===== config.mk =====
export PLATFORM = sky130hd
export DESIGN_NAME = qrt_delay
export DESIGN_NICKNAME = d
export VERILOG_FILES = /design/src/rtl/qrt_delay.sv
export SDC_FILE = /design/constraint.sdc
export NUM_CORES = 1
export LEC_CHECK = 0
export ABC_AREA = 1
export BUFFER_PORTS_ARGS = -buffer_cell sky130_fd_sc_hd__buf_2
export CORE_AREA = 5 5 42 44
export DETAILED_ROUTE_END_ITERATION = 10
export DIE_AREA = 0 0 47 49
export PLACE_DENSITY = 0.5
export SLEW_MARGIN = 10
export SYNTH_ARGS = -nofsm -noshare
export SYNTH_HDL_FRONTEND = slang
export SYNTH_SLANG_ARGS = --single-unit

===== constraint.sdc =====
create_clock -name aclk -period 1 [get_ports aclk]
set_input_delay 0.25 -clock aclk [delete_from_list [all_inputs] [get_ports aclk]]
set_output_delay 0.25 -clock aclk [all_outputs]
set_load 0.02 [all_outputs]

===== src/rtl/qrt_delay.sv =====
// Enabled shift-register delay line for pipeline side bundles.
module qrt_delay #(
    parameter int W = 8,
    parameter int N = 1
) (
    input  logic         aclk,
    input  logic         aresetn,
    input  logic         en,
    input  logic [W-1:0] din,
    output logic [W-1:0] dout
);

    logic [W-1:0] pipe_reg [N];

    always_ff @(posedge aclk) begin
        if (!aresetn) begin
            for (int i = 0; i < N; i++) begin
                pipe_reg[i] <= '0;
            end
        end else if (en) begin
            pipe_reg[0] <= din;
            for (int i = 1; i < N; i++) begin
                pipe_reg[i] <= pipe_reg[i-1];
            end
        end
    end

    assign dout = pipe_reg[N-1];

endmodule


==> impl_metrics.json <==
{
  "start_util": 0.2241,
  "tightest_slew_ps": 312.6,
  "synthDistinctLibCells": 5,
  "numClockSinks": 8,
  "grt_pass1_vias": 216,
  "synthAdderAreaFrac": 0,
  "ant_nets": 0,
  "synth_top_family_by_area": "simple AND/OR/NAND/NOR gates",
  "max_slew_margin": 0.7911,
  "rsz0062_at_grt": "yes",
  "core-area_sq_um": 1401,
  "p_total_mw": 0.7756,
  "largest_register_ffs": 8,
  "overflow": 0,
  "wl_um": 576,
  "fin_ws_ps": -31.33,
  "yosys.area_share.simple": 0.1275,
  "root_buffer": "clkbuf_4",
  "yosysTopAreaCell": "edfxtp_1",
  "synth-seq-cells": 8,
  "min_period_ps": 1031,
  "max_freq_ghz": 0.9696,
  "cts_tree": "built",
  "antenna_cells": 0,
  "synth_compound_area_frac": 0,
  "synth_top_area_frac": 0.7649,
  "die_x_um": 47,
  "cap_viol_max_count": 0,
  "criticalPathCategory": "reg2out",
  "crit_family": "flip-flops",
  "yosysSeqAreaShare": 0.7649,
  "syn-num-nets": 38,
  "area_delta_synth_final_pct": 56.18,
  "min_path_type": "in2reg",
  "antenna_found_initial": 0,
  "final.period_utilization": 1.031,
  "dp_hpwl_um": 479.6,
  "cp_num_buf_inv": 1,
  "nets": 61,
  "hold_violations": 0,
  "grt_max_degree": 9,
  "io_buffers": 18,
  "cp-start-kind": "flop",
  "setup.worst_path.end_class": "primary output",
  "vdd_ir_drop_max_mv": 0.6427,
  "grt_usage": 0.05853,
  "worst_path_largest_cell_delay_ps": 390,
  "initialDrtViolationCount": 2,
  "synth_xor_area_frac": 0,
  "vias": 234,
  "via_per_inst": 3.656,
  "drt_first_pass_iters": 2,
  "synthTopCellsByArea": "edfxtp_1, inv_1, nor2_1",
  "netlist_instances": 27,
  "startpoint": "pipe_reg[0][6]",
  "drc": 0,
  "synthesis.area_sq_um": 314.1,
  "place.gp.congestion": 0.5933,
  "clk_pin_slew_ps": 50,
  "dieArea_sq_um": 2303,
  "grt_pass1_wl_um": 869,
  "ys_warn_count": 0,
  "path_cells": "buf_6",
  "dp_slack_ps": 30.36,
  "h-tree-depth": 1,
  "p_leak_nw": 0.2558,
  "crit_arrival_ps": 780,
  "drive_gt1_frac": 0.4583,
  "die_y_um": 49,
  "path_max_fanout": 1,
  "synth.avg_cell_area_sq_um": 11.63,
  "clock_path_buffers": 2,
  "route.detailed.wl_per_inst_um": 9.000,
  "slowest_stage": "edfxtp_1",
  "hold_buffers": 0,
  "synth.area.mux_share": 0,
  "status": "finished with violations",
  "rows": 14,
  "finalMaxSlewViolations": 0,
  "fill_cells": 154,
  "path_depth": 1,
  "numCtsBuffers": 3,
  "failed_checks": "setup timing",
  "power_density_nw_per_um2": 1581,
  "finalSetupViolCount": 8,
  "worstPathRequired_ps": 750,
  "ios": 19,
  "endpoint": "dout[6]"
}
[layout by cell type, fill, tap and decap left out, drive strengths merged]
cell    synthesis  routed
buf             0      18
clkbuf          0       3
edfxtp          8       8
inv             9       9
nand2           2       2
nor2            8       8
[worst min path at each step]
stage / start / depth (start not counted) / endpoint
finish: din[7] / 3 / pipe_reg[0][7]
global route: din[7] / 3 / pipe_reg[0][7]
CTS: din[7] / 3 / pipe_reg[0][7]
detailed placement: din[7] / 3 / pipe_reg[0][7]
global placement: din[6] / 3 / pipe_reg[0][6]
floorplan: din[0] / 2 / pipe_reg[0][0]
[per-stage QoR]
stage / util / hold WS (ps) / cell area (sq um) / std cells / TNS, ps
detailed placement: 0.3027 / 555.4 / 424.2 / 61 / 0
CTS: 0.3277 / 296.5 / 459.2 / 64 / -260.3
finish: 0.3500 / 300.4 / 490.5 / 64 / -150.9
global placement: 0.3027 / 564.3 / 424.2 / 61 / 0
global route: 0.3500 / 309.8 / 490.5 / 64 / -385.5
floorplan: - / 458.0 / 314.1 / 27 / 0
[timing repair]
action	4_1_cts	5_1_grt
buffers inserted	0	0
endpoints found under the setup margin	8	8
resized for setup	4	10
[Yosys cell counts]
cell      count
nor2_1        8
edfxtp_1      8
nand2_1       1
nand2_2       1
inv_1         9
[cell type report]
class,count,area [sq um],area share
repair buffers,18,133.9,0.2730
well taps,16,20.02,0.04082
flip-flops and latches,8,240.2,0.4898
clock buffers,3,22.52,0.04592
inverters,9,33.78,0.06888
multi-input cells,10,40.04,0.08163
[per-layer routing]
metal,track usage,part of all wire
met3,0.02214,0.052
met1,0.05963,0.35
met4,0.06912,0.010
met5,0,0
met2,0.07919,0.58
[power by group]
group | total [mW] | switching [mW] | internal (mW) | leakage [nW]
Combinational | 0.129 | 0.0658 | 0.0637 | 0.156
Sequential | 0.412 | 0.0122 | 0.400 | 0.0860
Clock | 0.234 | 0.0979 | 0.137 | 0.0138
[logic make-up after synthesis]
logic type	after synthesis
flip-flops	8
buffers and inverters	9
AND/OR/NAND/NOR	10
Power figures use the tool's default switching activity.
