$ cat src/rtl/qrt_div.sv
// Pipelined restoring divider, one quotient bit per stage.
module qrt_div #(
    parameter int NUM_W = 45,
    parameter int DEN_W = 31,
    parameter int QUO_W = 15
) (
    input  logic             aclk,
    input  logic             en,
    input  logic [NUM_W-1:0] num,
    input  logic [DEN_W-1:0] den,
    output logic [QUO_W-1:0] quo
);

    localparam int SW = DEN_W + QUO_W;

    logic [SW-1:0]    rem_s [QUO_W+1];
    logic [DEN_W-1:0] den_s [QUO_W+1];
    logic [QUO_W-1:0] q_s   [QUO_W+1];

    assign rem_s[0] = SW'(num);
    assign den_s[0] = den;
    assign q_s[0]   = '0;

    for (genvar i = 0; i < QUO_W; i++) begin : g_bit
        localparam int B = QUO_W - 1 - i;

        logic [SW-1:0]    rem_reg;
        logic [DEN_W-1:0] den_reg;
        logic [QUO_W-1:0] q_reg;
        logic [SW-1:0]    dsh;

        assign dsh = SW'(den_s[i]) << B;

        always_ff @(posedge aclk) begin
            if (en) begin
                den_reg <= den_s[i];
                if (rem_s[i] >= dsh) begin
                    rem_reg <= rem_s[i] - dsh;
                    q_reg   <= q_s[i] | (QUO_W'(1) << B);
                end else begin
                    rem_reg <= rem_s[i];
                    q_reg   <= q_s[i];
                end
            end
        end

        assign rem_s[i+1] = rem_reg;
        assign den_s[i+1] = den_reg;
        assign q_s[i+1]   = q_reg;
    end

    assign quo = q_s[QUO_W];

endmodule

$ cat config.mk
export PLATFORM = sky130hd
export DESIGN_NAME = qrt_div
export DESIGN_NICKNAME = d
export VERILOG_FILES = /design/src/rtl/qrt_div.sv
export SDC_FILE = /design/constraint.sdc
export NUM_CORES = 2
export LEC_CHECK = 0
export ABC_AREA = 1
export BUFFER_PORTS_ARGS = -buffer_cell sky130_fd_sc_hd__buf_2
export CAP_MARGIN = 30
export CORE_UTILIZATION = 40
export CTS_CLUSTER_DIAMETER = 80
export DETAILED_ROUTE_END_ITERATION = 16
export PLACE_DENSITY = 0.54
export SLEW_MARGIN = 20
export SYNTH_ARGS = -nofsm -noshare
export SYNTH_HDL_FRONTEND = slang
export SYNTH_SLANG_ARGS = --single-unit
$ cat constraint.sdc
create_clock -name aclk -period 2.75 [get_ports aclk]
set_input_delay 0.1375 -clock aclk [delete_from_list [all_inputs] [get_ports aclk]]
set_output_delay 0.1375 -clock aclk [all_outputs]
set_load 0.05 [all_outputs]
==> run summary <==
Starting density of the core: 40.33%
Largest stage delay on the critical path: 0.48 ns
Async SR Flop Fraction: 0%
Post-synth top area cell: edfxtp_1
Final Cycle Share: 98.63%
Cell variety after synth: 46
Syn. warnings: 0
LEAKAGE: 0.05112 uW
Crit end category: flip-flop
Design Power: 99990 uW
TritonCTS clock tree: done
Die Span Y: 461.9 um
Cell repeated most along the worst path: nand2_1
Worst setup path end: g_bit[12].rem_reg[26]
Final worst path period need: 2.712 ns
Htree depth: 4
Final instance area: 100600 um2
Final setup fails: 0
Slew Viols, Final: 0
Post-route DRC: 0
Status: finished, final reports clean
Die Area: 213400 um2
EDFF count, synth: 1198
Area share of the largest cell type after synthesis: 42.52%
Setup tns final: 0 ns
Largest net degree at the start of global routing: 83
WS Path Type: flip-flop to flip-flop
Startpoint Class: flip-flop
Routed vias/inst: 4.939
Hpwl dp: 279400 um
Post-Route WL: 333800 um
First-pass GRT wire length: 480700 um
Vias in the first global route: 74.26k
Dominant synthesized flop cell: edfxtp_1
Global placer's final weighted congestion: 0.9910
Capturing point of the worst reg2reg path: g_bit[12].rem_reg[26]
Critical Path AT: 3.35 ns
TritonCTS buffer count: 149
Detail Route met2 WL: 160700 um
Core area: 209800 um2
Worst R2R Start: g_bit[11].den_reg[2]
Fmax: 368.7 MHz
Layout cell share with drive strength beyond 1: 10.54%
Final hold violation count: 0
Critical-path cell list: inv_1, ha_1, nand4_1, nor3_1, buf_4, nand2_1, o21ai_2, inv_2, nand2_4, buf_12, nand2_1, nand2_1
Via count: 77.29k
Post-Route Utilization: 47.97%
GRT Overall Usage: 30.91%
Final worst clock skew: 0.03758 ns
Area after DPL: 93640 um2
Clk slew on worst S/H paths: 0.06 ns
DRT met1 WL: 140000 um
Metal3 WL: 17170 um
Most frequent cells in the layout: nand2_1 (4727), inv_1 (2300), edfxtp_1 (1198)
Syn Area/Cell: 7.210 um2
Top Layer Used: met5
1st-pass router iterations: 6
Reg2reg setup slack: 0.04 ns
Critical-path cell with the highest stage delay: edfxtp_1
CP Depth: 12
DRT antenna net count: 0
Worst Path Max Fanout: 19
Buffers on Ports: 92
Leading post-synthesis cells by cell area: edfxtp_1 (43%), nand2_1 (21%), inv_1 (10%)
Root buffer cell: clkbuf_16
Worst setup startpoint: g_bit[11].den_reg[2]
Max-cap violations: 0
CP required: 3.39 ns
CTS Buffer Depth: 3
Avg WL per Cell: 21.33 um
R2R depth: 12
Die outline width: 461.9 um
RSZ-0062 raised after global routing: yes
CP delay by family, top: simple AND/OR/NAND/NOR gates
Synthesized area: 84610 um2
GRT overflow: 0
CP bufs+invs: 4
Clk_lat worst skew: 0.83 ns
Commonest non-fill, non-tap cell in the layout: nand2_1
Post-synthesis cell count: 11.74k
Detailed Route Iter0 Violations: 6800
Row Count: 168
Max reg flops: 644
Worst hold path type: input port to flip-flop
Initial antenna violation count: 7
#FFs+latches synth: 1198
Area grow syn2layout: 18.93%
Worst vdd ir: 0.7541 mV
# clock sinks: 1198
Hold Slack: 0.08626 ns
Worst slew pin tran: 0.6445 ns
Slew headroom: 56.64%
Post-synthesis sequential area ratio: 42.52%
I/O pin count: 93
Cell Pwr Density: 993.7 nW/um2
Syn_nets: 12.29k
Nets: 13.28k
-- final cells by class --
cell class              instances  area [um2]
clock buffers                 169        3889
clock inverters                97        1054
inverters                    2315        8727
diodes                          6       15.01
well taps                    2805        3510
repair buffers                932        7605
multi-input cells            8127       39850
flip-flops and latches       1198       35970
fillers                     21500      109200
-- repair_timing --
item                                    in CTS  in global routing
endpoints found under the setup margin      90                268
setup buffers                               10                 33
pin swaps                                    0                 12
endpoints found under the hold margin      191                  0
cloned                                       0                  2
resized for setup                           17                166
hold buffers                                88                  0
-- report_power, final --
group | internal, uW | switching [uW] | leakage [uW]
combinational | 17300 | 32200 | 0.0371
sequential | 25900 | 4500 | 0.0116
clock | 11500 | 8450 | 0.00239
total | 54800 | 45200 | 0.0511
-- cells in the mapped netlist, types with 5 or more instances --
master	count
nand3_2	9
inv_2	9
nor2_2	29
xnor2_1	12
edfxtp_1	1198
buf_6	44
a21oi_1	364
nand2_4	7
and2_1	19
xor2_1	237
a21o_1	5
fa_1	14
o21ai_0	118
nor2_1	951
ha_1	465
nor4_1	13
o21bai_1	34
a21oi_2	39
buf_2	25
inv_1	2301
nor3_2	9
nand3_1	665
buf_4	26
or2_2	11
nand2_1	4763
nand4_1	141
nand2_2	20
nor3_1	100
nand3b_1	76
-- metrics by stage --
stage / setup slack, ns / std cells
3_3_place_gp: -0.4746 / 15240
3_5_place_dp: -0.4652 / 15240
2_1_floorplan: 0.4340 / 11740
4_1_cts: 0.003628 / 15610
5_1_grt: -0.02687 / 15650
6_report: 0.03770 / 15650
-- layer usage --
metal / global-route usage (%) / up-vias
li1: - / 38630
met1: 38.57 / 35920
met2: 53.34 / 2248
met3: 3.982 / 494
met4: 13.37 / 8
met5: 0 / -
-- worst min path at each step --
stage                            to  slack, ns  depth (start not counted)    start
6_report       g_bit[0].den_reg[25]       0.09                          2  den[25]
2_1_floorplan   g_bit[0].den_reg[0]       0.24                          0   den[0]
3_3_place_gp    g_bit[0].rem_reg[0]       0.32                          1   num[0]
5_1_grt         g_bit[0].rem_reg[8]       0.06                          2   num[8]
3_5_place_dp    g_bit[0].rem_reg[0]       0.33                          1   num[0]
4_1_cts         g_bit[0].rem_reg[2]      0.005                          2   num[2]
-- cell families after synthesis --
family          count (synthesis)  share of synthesized area [%]
buf+inv                      2411                          11.25
compound gates                573                          3.727
fa+ha+maj                     479                          7.208
flops                        1198                          42.52
simple gates                 6825                          32.72
xor+xnor                      249                          2.578
-- worst reg2reg max path, cell delays in order, from the launching register on --
cell and delay, ns:
edfxtp_1 0.48, inv_1 0.08, ha_1 0.43, nand4_1 0.15, nor3_1 0.19, buf_4 0.18
nand2_1 0.06, o21ai_2 0.25, inv_2 0.07, nand2_4 0.14, buf_12 0.20, nand2_1 0.08
nand2_1 0.20
(Power assumes the default switching activity.)
