--- src/rtl/qrt_isqrt.sv ---
// Pipelined integer square root, one root bit resolved per stage.
module qrt_isqrt #(
    parameter int IN_W = 62
) (
    input  logic              aclk,
    input  logic              en,
    input  logic [IN_W-1:0]   rad,
    output logic [IN_W/2-1:0] root
);

    localparam int STEPS = IN_W / 2;

    logic [IN_W-1:0] v_s [STEPS+1];
    logic [IN_W-1:0] r_s [STEPS+1];

    assign v_s[0] = rad;
    assign r_s[0] = '0;

    for (genvar k = 0; k < STEPS; k++) begin : g_step
        localparam logic [IN_W:0] BIT = (IN_W+1)'(1) << (IN_W - 2 - 2 * k);

        logic [IN_W-1:0] v_reg, r_reg;
        logic [IN_W:0]   trial;

        assign trial = (IN_W+1)'(r_s[k]) + BIT;

        always_ff @(posedge aclk) begin
            if (en) begin
                if ((IN_W+1)'(v_s[k]) >= trial) begin
                    v_reg <= IN_W'((IN_W+1)'(v_s[k]) - trial);
                    r_reg <= IN_W'((IN_W+1)'(r_s[k] >> 1) + BIT);
                end else begin
                    v_reg <= v_s[k];
                    r_reg <= r_s[k] >> 1;
                end
            end
        end

        assign v_s[k+1] = v_reg;
        assign r_s[k+1] = r_reg;
    end

    assign root = r_s[STEPS][IN_W/2-1:0];

endmodule

--- config.mk ---
export PLATFORM = sky130hd
export DESIGN_NAME = qrt_isqrt
export DESIGN_NICKNAME = d
export VERILOG_FILES = /design/src/rtl/qrt_isqrt.sv
export SDC_FILE = /design/constraint.sdc
export NUM_CORES = 2
export LEC_CHECK = 0
export BUFFER_PORTS_ARGS = -buffer_cell sky130_fd_sc_hd__buf_2
export CELL_PAD_IN_SITES_DETAIL_PLACEMENT = 1
export CELL_PAD_IN_SITES_GLOBAL_PLACEMENT = 1
export CORE_UTILIZATION = 53
export CTS_CLUSTER_DIAMETER = 50
export CTS_CLUSTER_SIZE = 10
export DETAILED_ROUTE_END_ITERATION = 16
export PLACE_DENSITY_LB_ADDON = 0.1
export SLEW_MARGIN = 10
export SYNTH_ARGS = -nofsm -noshare
export SYNTH_HDL_FRONTEND = slang
export SYNTH_SLANG_ARGS = --single-unit
--- constraint.sdc ---
create_clock -name aclk -period 4.2 [get_ports aclk]
set_input_delay 0.63 -clock aclk [delete_from_list [all_inputs] [get_ports aclk]]
set_output_delay 0.63 -clock aclk [all_outputs]
set_load 0.01 [all_outputs]
==> flow_metrics.py <==
metrics = {
    "global_route": {
        "grtUsageMet3_pct": 4.894,
        "grt_pass1_vias": 82140,
        "antenna_found_initial": 22,
        "grt_pass1_wl_microns": 528500,
        "gr-total-overflow": 0,
        "track_usage_pct": 32.70,
        "use_met2_pct": 56.93,
        "top_usage_layer": "met2",
        "use_met1_pct": 38.96,
        "grt_max_degree": 112,
    },
    "clock_tree": {
        "cts.htree.levels": 5,
        "clk_path_buf_depth": 4,
        "cts_tree": "yes",
        "clock-sinks": 2356,
        "clk_latency_ns": 0.99,
        "numCtsBuffers": 322,
        "path_clk_slew_ns": 0.07,
        "clockRootBuffer": "clkbuf_16",
    },
    "worst_hold_path": {
        "min_path_type": "in -> reg",
    },
    "worst_setup_path": {
        "max_stage_delay_ns": 0.84,
        "path_cells": "or4_1 > a2111oi_1 > nand4_1 > a31o_2 > a31oi_4 > buf_4 > o21ai_0",
        "crit_fanout": 42,
        "crit_required_ns": 4.82,
        "cp-start-kind": "register",
        "criticalPathCategory": "reg -> reg",
        "cp_slowest_cell": "a2111oi_1",
        "cp-end-kind": "register",
        "critical_path_arrival_ns": 4.65,
    },
    "timing": {
        "fin_skew_ns": 0.07866,
        "slew_headroom_pct": 19.84,
        "final-hold-violation-count": 0,
        "worst_pin_slew_ns": 1.191,
        "fin_crit_sh_pct": 96.04,
        "period_minus_slack_ns": 4.034,
        "fin_setup_tns_ns": 0,
        "finalSetupViolCount": 0,
        "fmax_mhz": 247.9,
        "hold_ws_ns": 0.04188,
        "drv_slew": 0,
        "rsz0062_at_grt": "no",
    },
    "synth": {
        "yosysTopAreaCell": "edfxtp_1",
        "yosysTopAreaCellShare_pct": 62.10,
        "synthMostInstantiatedCell": "edfxtp_1",
        "synthSimpleGateAreaFrac_pct": 12.40,
        "ys_types": 90,
        "yosysSeqAreaShare_pct": 62.10,
        "syn_inst": 9113,
        "synth-edff-count": 2356,
        "synth.net_count": 9702,
        "synth_top_family_by_area": "simple AND/OR/NAND/NOR gates",
        "synth_xor_xnor_area_share_pct": 6.250,
        "synthArstFlopShare_pct": 0,
        "yosys-top-cells-area": "edfxtp_1 (62%), ha_1 (5.8%), xnor2_1 (3.2%), xor2_1 (3.0%), a21oi_1 (2.7%)",
        "ys_ff_latch": 2356,
        "avgSynthCellArea_sq_um": 12.50,
        "synth_fa_ha_area_share_pct": 5.766,
        "syn_area_sq_um": 113900,
        "synth-compound-area-share_pct": 9.565,
        "yosysWarnings": 0,
        "synth.top_cells.by_count": "edfxtp_1 (2356), inv_1 (685), a21oi_1 (615), nor2_1 (609), ha_1 (525)",
        "synthMuxAreaShare_pct": 1.006,
        "ys.flop_type": "edfxtp_1",
    },
    "floorplanning": {
        "io_pins": 95,
        "core_area_sq_um": 212900,
        "die_x_microns": 465.6,
        "num_rows": 169,
        "die_h_microns": 465.6,
        "fp.dieArea_sq_um": 216800,
        "start_util_pct": 53.50,
    },
    "detailed_routing": {
        "wl_microns": 357800,
        "ant_nets": 0,
        "drc": 0,
        "drtPass1Iterations": 6,
        "viasPerCell": 6.275,
        "wl_per_cell_microns": 28.48,
        "drt_iter0_drc": 7210,
        "vias": 78830,
    },
    "cells_and_area": {
        "area_growth_pct": 13.33,
        "nets": 10200,
        "largest_reg_flops": 1860,
        "ff_latch_area_sq_um": 70750,
        "final_cell_area_sq_um": 129100,
        "filler_cell_count": 20910,
        "drive_gt1_share_pct": 9.399,
        "multi_input_area_sq_um": 40040,
    },
    "pwr": {
        "p_per_area_nw_per_um2": 570.1,
        "irDropWorstVdd_v": 0.0004615,
        "power.leakage_nw": 48.82,
    },
    "run": {
        "cap_violations": 0,
    },
    "place": {
        "place.gp.congestion": 0.9750,
        "hpwlAfterDp_microns": 265800,
        "placed_area_sq_um": 119200,
        "portBuffers": 94,
    },
    "status": {
        "outcome": "finished clean",
    },
}
final cells by class:
cell class	instances	share of cell area (%)
diodes	5	0.009691
clock buffers	348	6.383
clock inverters	99	0.7705
inverters	691	2.009
multi-input cells	5887	31.01
flip-flops and latches	2356	54.80
well taps	2821	2.734
repair buffers	354	2.285
routing by layer:
metal	wire length, microns	share of wire [%]	vias to the layer above
met3	20390	5.7	881
met4	21540	6.0	12
met1	136000	38	40020
li1	-	-	35110
met5	82	0.023	-
met2	179700	50	2796
metrics by stage:
| step | power, mW | utilization, % | instances | worst slack (ns) |
|---|---|---|---|---|
| after global routing | 76.11 | 60.63 | 12560 | 0.05830 |
| after CTS | 73.50 | 60.59 | 12550 | 0.07435 |
| after detailed placement | 48.69 | 55.97 | 12050 | -0.1838 |
| after global placement | 48.05 | 55.97 | 12050 | -0.2234 |
| final | 73.60 | 60.63 | 12560 | 0.1664 |
| after floorplan | 42.11 | - | 9113 | 0.8140 |
layout by cell type, fill, tap and decap left out, types with 53 or more instances in the layout:
| master | count |
|---|---|
| xor2_1 | 392 |
| inv_1 | 685 |
| nor4_1 | 337 |
| xnor2_1 | 421 |
| nand3_1 | 128 |
| o21a_1 | 103 |
| o21ai_0 | 389 |
| dlygate4sd3_1 | 60 |
| buf_2 | 93 |
| or4_1 | 85 |
| nor4b_1 | 53 |
| a21o_1 | 209 |
| nor2_1 | 608 |
| nand2b_1 | 91 |
| nor3_1 | 247 |
| mux2_2 | 91 |
| clkbuf_16 | 326 |
| or3_1 | 117 |
| or2_2 | 58 |
| o21bai_1 | 55 |
| edfxtp_1 | 2356 |
| nor2b_1 | 72 |
| buf_4 | 171 |
| a21oi_1 | 615 |
| ha_1 | 525 |
| nand2_1 | 516 |
| nand4_1 | 141 |
logic make-up (layout without fill, tap and decap cells):
logic type               Yosys count  count (layout)
AO/OA/AOI/OAI                   1759            1760
XOR/XNOR                         813             813
adder cells (fa/ha/maj)          525             525
buffers and inverters            871            1492
flip-flops                      2356            2356
multiplexers                     103             103
other                              0               5
AND/OR/NAND/NOR                 2686            2686
where the power goes:
part	total [mW]	leakage [nW]	switching [mW]	internal (mW)
sequential	32.9	22.7	3.06	29.9
combinational	15.9	21.7	9.66	6.24
clock	24.8	4.50	10.0	14.8
final timing paths:
check                       startpoint                    to  slack [ns]  depth (start not counted)
setup / recovery  g_step[27].v_reg[34]   g_step[28].v_reg[9]        0.17                          7
hold / removal                 rad[61]   g_step[0].v_reg[61]        0.04                          3
setup reg to reg  g_step[27].v_reg[34]   g_step[28].v_reg[9]        0.17                          7
hold reg to reg   g_step[15].r_reg[45]  g_step[16].r_reg[44]        0.42                          0
worst max-delay path: cells and delay by family, from the launching register on:
family,cells,cell delay (ns)
compound gates,4,1.67
simple gates,2,0.98
flops,1,0.60
buf+inv,1,0.44
repair_timing:
action	CTS	global route
endpoints found under the hold margin	60	0
pin swaps	0	2
gates cloned	0	1
setup buffers	0	2
hold buffers	60	0
gates resized for setup	1	10
endpoints found under the setup margin	22	91
(Power assumes the default switching activity.)
